`src/rtl/core/ttes_pkg.sv`:
```
// Shared types, constants and arithmetic helpers for the tile energy sum block.
`default_nettype none

package ttes_pkg;

    // Key decode divisors
    localparam int ARM_DIV  = 100000;
    localparam int SECT_DIV = 10000;
    localparam int ROW_DIV  = 100;

    // Reciprocal multiply: exact floor(x/d) for x below 2**n with shift n+ceil(log2 d)
    localparam int ARM_SHIFT  = 37;
    localparam int SECT_SHIFT = 31;
    localparam int ROW_SHIFT  = 21;

    localparam longint ARM_RECIP  = ((longint'(1) << ARM_SHIFT) + ARM_DIV - 1) / ARM_DIV;
    localparam longint SECT_RECIP = ((longint'(1) << SECT_SHIFT) + SECT_DIV - 1) / SECT_DIV;
    localparam longint ROW_RECIP  = ((longint'(1) << ROW_SHIFT) + ROW_DIV - 1) / ROW_DIV;

    // Configuration register indexes
    localparam logic [7:0] CFG_ARM      = 8'd0;
    localparam logic [7:0] CFG_SECTOR   = 8'd1;
    localparam logic [7:0] CFG_CENTER_Z = 8'd2;
    localparam logic [7:0] CFG_CENTER_Y = 8'd3;

    // Accumulator select bits
    localparam int SEL_PART = 0;
    localparam int SEL_TILE = 1;
    localparam int SEL_WIN  = 2;
    localparam int NUM_WIN  = 4;
    localparam int NUM_SEL  = SEL_WIN + NUM_WIN;

    localparam logic signed [31:0] ENERGY_MAX = 32'sh7fff_ffff;
    localparam logic signed [31:0] ENERGY_MIN = 32'sh8000_0000;

    typedef struct packed {
        logic [19:0]        key;
        logic [31:0]        cum;
        logic [31:0]        prev;
        logic               has_prev;
        logic               last;
        logic               zero;
        logic [3:0]         arm;
        logic [3:0]         sect;
        logic [16:0]        rest;
        logic [6:0]         yv;
        logic [6:0]         zv;
        logic [31:0]        energy;
        logic               eclip;
        logic [NUM_SEL-1:0] sel;
    } stage_t;

    // {clip, value}
    function automatic logic [32:0] clamp33(input logic signed [32:0] v);
        logic [32:0] r;
        if (v[32] != v[31])
        begin
            r = {1'b1, (v[32] ? ENERGY_MIN : ENERGY_MAX)};
        end
        else
        begin
            r = {1'b0, v[31:0]};
        end
        return r;
    endfunction

    function automatic logic [32:0] sat_add(input logic signed [31:0] a,
                                            input logic signed [31:0] b);
        logic signed [32:0] s;
        s = {a[31], a} + {b[31], b};
        return clamp33(s);
    endfunction

    function automatic logic in_span(input logic signed [8:0] d,
                                     input logic signed [8:0] lo,
                                     input logic signed [8:0] size);
        return (d >= lo) && (d < lo + size);
    endfunction

endpackage

`default_nettype wire

```
`src/rtl/core/trigger_tile_energy_sum.sv`:
```
// Cluster tile energy sums: tower key decode, sector/tile/window accumulation, result output.
// Throughput: one tower item per cycle through an 8-stage decode pipeline and one
// accumulator stage; s_tready drops only while a result and a following last item back up.
// Reset (rst_n low, async) clears configuration registers, all sums, the stop and clip
// flags, and every pipeline valid bit. No clearing pass is needed.
`default_nettype none

module trigger_tile_energy_sum
    import ttes_pkg::*;
(
    input  wire logic        clk,
    input  wire logic        rst_n,
    // configuration write
    input  wire logic        cfg_valid,
    output logic             cfg_ready,
    input  wire logic [7:0]  cfg_index,
    input  wire logic [7:0]  cfg_data,
    // tower items
    input  wire logic        s_tvalid,
    output logic             s_tready,
    input  wire logic [87:0] s_tdata,   // tower_key[19:0], cum_energy[51:20], prev_cum_energy[83:52]
    input  wire logic [0:0]  s_tuser,   // has_previous[0]
    input  wire logic        s_tlast,   // last_tower
    // result items
    output logic             m_tvalid,
    input  wire logic        m_tready,
    output logic [95:0]      m_tdata,   // part_energy[31:0], energy_2x2[63:32], energy_4x4[95:64]
    output logic [0:0]       m_tuser    // saturated[0]
);

    localparam int NSTG = 8;

    // configuration
    logic [3:0] cfg_arm_reg;
    logic [3:0] cfg_sect_reg;
    logic [6:0] cfg_cz_reg;
    logic [6:0] cfg_cy_reg;

    assign cfg_ready = 1'b1;

    always_ff @(posedge clk or negedge rst_n)
    begin
        if (!rst_n)
        begin
            cfg_arm_reg  <= '0;
            cfg_sect_reg <= '0;
            cfg_cz_reg   <= '0;
            cfg_cy_reg   <= '0;
        end
        else if (cfg_valid && cfg_ready)
        begin
            unique case (cfg_index)
                CFG_ARM:      cfg_arm_reg  <= cfg_data[3:0];
                CFG_SECTOR:   cfg_sect_reg <= cfg_data[3:0];
                CFG_CENTER_Z: cfg_cz_reg   <= cfg_data[6:0];
                CFG_CENTER_Y: cfg_cy_reg   <= cfg_data[6:0];
                default:      ;
            endcase
        end
    end

    // pipeline
    stage_t            stg_in;
    stage_t            stg_reg  [1:NSTG];
    stage_t            stg_next [2:NSTG];
    logic [NSTG:1]     vld_reg;
    logic [NSTG:1]     take;
    logic              pass_last;
    logic              go_acc;
    logic              take_fin;
    logic              take_out;

    // accumulators and result stages
    logic signed [31:0] sum_part_reg, sum_part_next, part_upd;
    logic signed [31:0] sum_tile_reg, sum_tile_next, tile_upd;
    logic signed [31:0] sum_w_reg  [NUM_WIN];
    logic signed [31:0] sum_w_next [NUM_WIN];
    logic signed [31:0] w_upd      [NUM_WIN];
    logic               stop_reg, stop_next, stop_upd;
    logic               clip_reg, clip_next, clip_upd;
    logic [32:0]        add_part, add_tile;
    logic [32:0]        add_w [NUM_WIN];

    logic               fin_v_reg;
    logic signed [31:0] fin_part_reg;
    logic signed [31:0] fin_tile_reg;
    logic signed [31:0] fin_w_reg [NUM_WIN];
    logic               fin_clip_reg;

    logic               out_v_reg;
    logic [95:0]        out_data_reg;
    logic               out_sat_reg;
    logic signed [31:0] max_a, max_b, max_w;

    // flow control
    assign take_out  = !out_v_reg || m_tready;
    assign take_fin  = !fin_v_reg || take_out;
    assign pass_last = !stg_reg[NSTG].last || take_fin;
    assign go_acc    = vld_reg[NSTG] && pass_last;

    always_comb
    begin
        take[NSTG] = !vld_reg[NSTG] || pass_last;
        for (int k = NSTG - 1; k >= 1; k--)
        begin
            take[k] = !vld_reg[k] || take[k + 1];
        end
    end

    assign s_tready = take[1];

    // input item unpack
    always_comb
    begin
        stg_in          = '0;
        stg_in.key      = s_tdata[19:0];
        stg_in.cum      = s_tdata[51:20];
        stg_in.prev     = s_tdata[83:52];
        stg_in.has_prev = s_tuser[0];
        stg_in.last     = s_tlast;
    end

    // stage logic
    logic [40:0]        arm_prod;
    logic [34:0]        sect_prod;
    logic [28:0]        row_prod;
    logic signed [32:0] ediff;
    logic [32:0]        eclamp;
    logic signed [8:0]  dz, dy;
    logic               hit;

    always_comb
    begin
        // stage 2: arm and tower energy
        stg_next[2]      = stg_reg[1];
        stg_next[2].zero = (stg_reg[1].key == '0);
        arm_prod         = 41'(stg_reg[1].key) * 41'(ARM_RECIP);
        stg_next[2].arm  = arm_prod[ARM_SHIFT + 3:ARM_SHIFT];
        ediff            = $signed({stg_reg[1].cum[31], stg_reg[1].cum})
                         - $signed({stg_reg[1].prev[31], stg_reg[1].prev});
        eclamp           = clamp33(ediff);
        if (stg_reg[1].has_prev && !stg_reg[1].cum[31] && (stg_reg[1].cum != '0))
        begin
            stg_next[2].energy = eclamp[31:0];
            stg_next[2].eclip  = eclamp[32];
        end
        else
        begin
            stg_next[2].energy = stg_reg[1].cum;
            stg_next[2].eclip  = 1'b0;
        end

        // stage 3: remainder after arm
        stg_next[3]      = stg_reg[2];
        stg_next[3].rest = 17'(stg_reg[2].key - 20'(stg_reg[2].arm) * 20'(ARM_DIV));

        // stage 4: sector
        stg_next[4]      = stg_reg[3];
        sect_prod        = 35'(stg_reg[3].rest) * 35'(SECT_RECIP);
        stg_next[4].sect = sect_prod[SECT_SHIFT + 3:SECT_SHIFT];

        // stage 5: remainder after sector
        stg_next[5]      = stg_reg[4];
        stg_next[5].rest = stg_reg[4].rest - 17'(stg_reg[4].sect) * 17'(SECT_DIV);

        // stage 6: y
        stg_next[6]      = stg_reg[5];
        row_prod         = 29'(stg_reg[5].rest[13:0]) * 29'(ROW_RECIP);
        stg_next[6].yv   = row_prod[ROW_SHIFT + 6:ROW_SHIFT];

        // stage 7: z
        stg_next[7]      = stg_reg[6];
        stg_next[7].zv   = 7'(stg_reg[6].rest - 17'(stg_reg[6].yv) * 17'(ROW_DIV));

        // stage 8: sector match and box selects, relative to the aligned tile corner
        stg_next[8]      = stg_reg[7];
        hit              = !stg_reg[7].zero && (stg_reg[7].arm == cfg_arm_reg)
                         && (stg_reg[7].sect == cfg_sect_reg);
        dz               = $signed({2'b00, stg_reg[7].zv}) - $signed({2'b00, cfg_cz_reg & 7'h7e});
        dy               = $signed({2'b00, stg_reg[7].yv}) - $signed({2'b00, cfg_cy_reg & 7'h7e});
        stg_next[8].sel[SEL_PART]    = hit;
        stg_next[8].sel[SEL_TILE]    = hit && in_span(dz, 9'sd0, 9'sd2)
                                           && in_span(dy, 9'sd0, 9'sd2);
        stg_next[8].sel[SEL_WIN + 0] = hit && in_span(dz, 9'sd0, 9'sd4)
                                           && in_span(dy, 9'sd0, 9'sd4);
        stg_next[8].sel[SEL_WIN + 1] = hit && in_span(dz, -9'sd2, 9'sd4)
                                           && in_span(dy, 9'sd0, 9'sd4);
        stg_next[8].sel[SEL_WIN + 2] = hit && in_span(dz, 9'sd0, 9'sd4)
                                           && in_span(dy, -9'sd2, 9'sd4);
        stg_next[8].sel[SEL_WIN + 3] = hit && in_span(dz, -9'sd2, 9'sd4)
                                           && in_span(dy, -9'sd2, 9'sd4);
    end

    always_ff @(posedge clk or negedge rst_n)
    begin
        if (!rst_n)
        begin
            vld_reg <= '0;
        end
        else
        begin
            if (take[1])
            begin
                vld_reg[1] <= s_tvalid;
            end
            for (int k = 2; k <= NSTG; k++)
            begin
                if (take[k])
                begin
                    vld_reg[k] <= vld_reg[k - 1];
                end
            end
        end
    end

    always_ff @(posedge clk)
    begin
        if (take[1])
        begin
            stg_reg[1] <= stg_in;
        end
        for (int k = 2; k <= NSTG; k++)
        begin
            if (take[k])
            begin
                stg_reg[k] <= stg_next[k];
            end
        end
    end

    // accumulation
    always_comb
    begin
        add_part = sat_add(sum_part_reg, stg_reg[NSTG].energy);
        add_tile = sat_add(sum_tile_reg, stg_reg[NSTG].energy);
        for (int i = 0; i < NUM_WIN; i++)
        begin
            add_w[i] = sat_add(sum_w_reg[i], stg_reg[NSTG].energy);
        end

        part_upd = sum_part_reg;
        tile_upd = sum_tile_reg;
        for (int i = 0; i < NUM_WIN; i++)
        begin
            w_upd[i] = sum_w_reg[i];
        end
        stop_upd = stop_reg;
        clip_upd = clip_reg;

        if (go_acc && !stop_reg)
        begin
            if (stg_reg[NSTG].zero)
            begin
                stop_upd = 1'b1;
            end
            else
            begin
                clip_upd = clip_reg | stg_reg[NSTG].eclip;
                if (stg_reg[NSTG].sel[SEL_PART])
                begin
                    part_upd = add_part[31:0];
                    clip_upd = clip_upd | add_part[32];
                end
                if (stg_reg[NSTG].sel[SEL_TILE])
                begin
                    tile_upd = add_tile[31:0];
                    clip_upd = clip_upd | add_tile[32];
                end
                for (int i = 0; i < NUM_WIN; i++)
                begin
                    if (stg_reg[NSTG].sel[SEL_WIN + i])
                    begin
                        w_upd[i] = add_w[i][31:0];
                        clip_upd = clip_upd | add_w[i][32];
                    end
                end
            end
        end

        if (go_acc && stg_reg[NSTG].last)
        begin
            sum_part_next = '0;
            sum_tile_next = '0;
            for (int i = 0; i < NUM_WIN; i++)
            begin
                sum_w_next[i] = '0;
            end
            stop_next = 1'b0;
            clip_next = 1'b0;
        end
        else
        begin
            sum_part_next = part_upd;
            sum_tile_next = tile_upd;
            for (int i = 0; i < NUM_WIN; i++)
            begin
                sum_w_next[i] = w_upd[i];
            end
            stop_next = stop_upd;
            clip_next = clip_upd;
        end
    end

    always_ff @(posedge clk or negedge rst_n)
    begin
        if (!rst_n)
        begin
            sum_part_reg <= '0;
            sum_tile_reg <= '0;
            for (int i = 0; i < NUM_WIN; i++)
            begin
                sum_w_reg[i] <= '0;
            end
            stop_reg  <= 1'b0;
            clip_reg  <= 1'b0;
            fin_v_reg <= 1'b0;
            out_v_reg <= 1'b0;
        end
        else
        begin
            sum_part_reg <= sum_part_next;
            sum_tile_reg <= sum_tile_next;
            for (int i = 0; i < NUM_WIN; i++)
            begin
                sum_w_reg[i] <= sum_w_next[i];
            end
            stop_reg <= stop_next;
            clip_reg <= clip_next;
            if (take_fin)
            begin
                fin_v_reg <= go_acc && stg_reg[NSTG].last;
            end
            if (take_out)
            begin
                out_v_reg <= fin_v_reg;
            end
        end
    end

    // final sums and output register
    always_comb
    begin
        max_a = (fin_w_reg[0] > fin_w_reg[1]) ? fin_w_reg[0] : fin_w_reg[1];
        max_b = (fin_w_reg[2] > fin_w_reg[3]) ? fin_w_reg[2] : fin_w_reg[3];
        max_w = (max_a > max_b) ? max_a : max_b;
    end

    always_ff @(posedge clk)
    begin
        if (take_fin && go_acc && stg_reg[NSTG].last)
        begin
            fin_part_reg <= part_upd;
            fin_tile_reg <= tile_upd;
            for (int i = 0; i < NUM_WIN; i++)
            begin
                fin_w_reg[i] <= w_upd[i];
            end
            fin_clip_reg <= clip_upd;
        end
        if (take_out && fin_v_reg)
        begin
            out_data_reg <= {max_w, fin_tile_reg, fin_part_reg};
            out_sat_reg  <= fin_clip_reg;
        end
    end

    assign m_tvalid   = out_v_reg;
    assign m_tdata    = out_data_reg;
    assign m_tuser[0] = out_sat_reg;

`ifndef SYNTHESIS
    a_sums_clear_after_last: assert property (@(posedge clk) disable iff (!rst_n)
        go_acc && stg_reg[NSTG].last |=> (sum_part_reg == '0) && (sum_tile_reg == '0)
                                          && !stop_reg && !clip_reg)
        else $error("sums not cleared after last tower");

    a_fin_holds: assert property (@(posedge clk) disable iff (!rst_n)
        fin_v_reg && !take_out |=> fin_v_reg && $stable(fin_part_reg) && $stable(fin_clip_reg))
        else $error("pending result lost while output stalled");

    a_max_window: assert property (@(posedge clk) disable iff (!rst_n)
        fin_v_reg && take_out |=>
            ($signed(out_data_reg[95:64]) >= $past(fin_w_reg[0]))
            && ($signed(out_data_reg[95:64]) >= $past(fin_w_reg[1]))
            && ($signed(out_data_reg[95:64]) >= $past(fin_w_reg[2]))
            && ($signed(out_data_reg[95:64]) >= $past(fin_w_reg[3])))
        else $error("4x4 result below a window sum");

    a_stall_cause: assert property (@(posedge clk) disable iff (!rst_n)
        !s_tready |-> vld_reg[NSTG] && stg_reg[NSTG].last && fin_v_reg)
        else $error("input stalled without a blocked result");
`endif

endmodule

`default_nettype wire
```
`config.mk`:
```
export PLATFORM = sky130hd
export DESIGN_NAME = trigger_tile_energy_sum
export DESIGN_NICKNAME = d
export VERILOG_FILES = /design/src/rtl/core/ttes_pkg.sv /design/src/rtl/core/trigger_tile_energy_sum.sv
export SDC_FILE = /design/constraint.sdc
export NUM_CORES = 2
export LEC_CHECK = 0
export BUFFER_PORTS_ARGS = -buffer_cell sky130_fd_sc_hd__buf_4
export CAP_MARGIN = 40
export CORE_UTILIZATION = 60
export DETAILED_ROUTE_END_ITERATION = 6
export GPL_ROUTABILITY_DRIVEN = 0
export PLACE_DENSITY_LB_ADDON = 0.15
export REMOVE_ABC_BUFFERS = 1
export SYNTH_ARGS = -nofsm -noshare
export SYNTH_HDL_FRONTEND = slang
export SYNTH_SLANG_ARGS = --single-unit
export TNS_END_PERCENT = 1
```
`constraint.sdc`:
```
create_clock -name clk -period 8.45 [get_ports clk]
set_input_delay 0.845 -clock clk [delete_from_list [all_inputs] [get_ports clk]]
set_output_delay 0.845 -clock clk [all_outputs]
set_load 0.1 [all_outputs]
```
==> metrics.txt <==
synth unique cells=95; row cnt=122; Reg clk slew, reported paths=0.07 ns; Buf+Inv Stages, Crit Path=5; starting utilization of the core area=60.6%; Clock Path Buffers=3; Max Slew Vio Count=0; cell family with most CP delay=adder cells; Post-CTS Setup Bufs=0; clk root buf=clkbuf_16; WS Path Type=flop to flop; most frequent cells in the layout=847 x ha_1, 832 x inv_1, 754 x edfxtp_1; vias per std cell=5.79; residual DRC count=0; startpoint types=flop; hold crit path type=input pin to async pin; Slew @ Worst Pin=1.03 ns; critical-path cell list=inv_1 -> ha_1 -> ha_1 -> inv_1 -> fa_1 -> inv_1 -> fa_1 -> inv_1 -> fa_1 -> fa_1 -> fa_1 -> inv_1 -> ha_1 -> a21o_1 -> a21o_1 -> a21oi_1 -> o211a_1 -> o31ai_1 -> a21oi_1 -> o31ai_1 -> a2111oi_0 -> a31oi_1 -> nand2_1; area grow syn2layout=10.6%; final worst path period share=79.5%; Routed Antenna Nets=0; setup ws final=1.73 ns; fraction of layout cells with a size suffix above 1=8.29%; layout net count=7476; final hold vios=0; max reg flops=464; maximum fanout along the worst path=13; Hold Slack=0.221 ns; CTS Buf Count=105; f_max=0.149 GHz; CTS H-tree lvls=3; Worst-Skew Late Latency=0.74 ns; CP Data Required Time=9.02 ns; post-route cell area=0.0742 sq mm; EDFF count, synth=754; CP max stage delay=0.87 ns; CTS tree=yes; Worst slew margin=31.6%; RSZ-0062 raised after global routing=no; Setup WS pre-CTS=1.70 ns; Cell Area, Placed=0.0707 sq mm; PostCTS Resize Cnt=0; largest net degree at the start of global routing=151; outcome=complete, no violations; vias in the first global route=45100; fillcell total=8384; DIE WIDTH=337 microns; ys async rst share=22.9%; CP Capture Type=flop; yosys warns=0; Initial DRC Count=3307; most frequent standard cell in the layout excluding fill and tap cells=ha_1; initial antenna violation count=2; Final min period=6.72 ns; Seq cells post-synth=978; Layout Skew=0.0676 ns; drt wl/cell=20.2 microns; data arrival time of the worst path=7.28 ns; 1st-pass router iterations=5; total grt overflow=0; slowest CP cell=edfxtp_1; hpwl dp=117 mm; DRT Wirelength=157 mm; Max Cap Violations=0; final setup fails=0; post-synthesis sequential area ratio=42.1%; core area=0.111 sq mm; hold-fix buffers at CTS=0; Mapped Area=0.0671 sq mm; Post-synth top flop=edfxtp_1; Die Area=0.113 sq mm; first-pass GRT wire length=247 mm; io pins=211; Global Route Usage Sum=28.2%; Num Clock Sinks=978; DR vias=44800; chip height=337 microns; setup TNS=0 ns; Avg Inst Size Synth=11.3 sq um; cells after synthesis=5927; port bufs=204
## cell usage after synthesis (11+ instances only)
cell type,n,area (sq um)
a211o_1,12,105
a211oi_1,42,315
a21o_1,204,1530
a21oi_1,341,1710
a31oi_1,53,332
and2_1,141,882
and3_1,31,194
buf_2,23,115
clkbuf_1,106,398
dfrtp_1,224,5610
edfxtp_1,754,22600
fa_1,356,7130
ha_1,847,10600
inv_1,833,3130
maj3_1,11,110
mux2_2,21,236
mux2i_1,103,1030
nand2_1,228,856
nand2b_1,45,282
nand3_1,70,350
nand4_1,58,363
nor2_1,339,1270
nor2b_1,44,275
nor3_1,77,385
nor4_1,16,100
o211a_1,32,320
o211ai_1,34,255
o21a_1,86,646
o21ai_0,226,1130
o21ai_1,16,80.1
o21bai_1,31,233
o22a_1,22,193
o31ai_1,18,135
or2_2,11,68.8
or3_1,15,93.8
xnor2_1,162,1420
xor2_1,99,867
## worst paths after layout
path / start / end / slack, ns / cells past startpoint
setup reg to reg: stg_reg[0][319] / stg_reg[0][406] / 1.73 / 23
max in group asynchronous: rst_n / sum_w_reg[108] / 6.87 / 2
hold reg to reg: stg_reg[0][1002] / stg_reg[0][1167] / 0.38 / 0
hold / removal: rst_n / sum_tile_reg[8] / 0.22 / 1
setup / recovery: stg_reg[0][319] / stg_reg[0][406] / 1.73 / 23
min in group clk: s_tdata[31] / stg_reg[0][289] / 0.28 / 1
## logic make-up after synthesis
| logic type | share of synthesized area, % |
|---|---|
| AOI/OAI and AO/OA | 12.3 |
| adders and majority gates | 26.6 |
| and+or+nand+nor | 8.12 |
| DFF | 42.1 |
| buffers and inverters | 5.55 |
| xor gates and xnor gates | 3.45 |
| muxes | 1.89 |
| other | 0.00559 |
## worst reg2reg max path, stage by stage (launching register included)
cell       delay (ns)
edfxtp_1         0.87
inv_1            0.21
ha_1             0.34
ha_1             0.28
inv_1            0.04
fa_1             0.48
inv_1            0.05
fa_1             0.50
inv_1            0.06
fa_1             0.49
fa_1             0.40
fa_1             0.51
inv_1            0.04
ha_1             0.30
a21o_1           0.19
a21o_1           0.18
a21oi_1          0.23
o211a_1          0.17
o31ai_1          0.10
a21oi_1          0.36
o31ai_1          0.21
a2111oi_0        0.43
a31oi_1          0.08
nand2_1          0.09
## layer usage
layer / up-vias / global-route usage (%) / part of all wire, %
met5: - / 0 / 0.0083
met4: 2 / 9.14 / 3.2
met3: 257 / 5.03 / 6.9
met2: 1321 / 46.0 / 46
met1: 21900 / 38.5 / 43
li1: 21300 / - / -
## final cells by class
cell class / count / area (sq um) / share of cell area [%]
Antenna cell: 2 / 5.00 / 0.00674
Clock buffer: 138 / 2810 / 3.79
Clock inverter: 59 / 747 / 1.01
Inverter: 836 / 3150 / 4.24
Multi-Input combinational cell: 3971 / 35200 / 47.5
Sequential cell: 978 / 28200 / 38.1
Tap cell: 1488 / 1860 / 2.51
Timing Repair Buffer: 270 / 2170 / 2.93
## per-stage QoR
step / utilization, % / std cells
2_1_floorplan: - / 5785
3_3_place_gp: 63.6 / 7534
3_5_place_dp: 63.8 / 7543
4_1_cts: 67.0 / 7740
5_1_grt: 67.0 / 7740
6_report: 67.0 / 7742
Power is not shown: default switching activity piles up to over one toggle a cycle in this logic, so the estimate is an artifact.
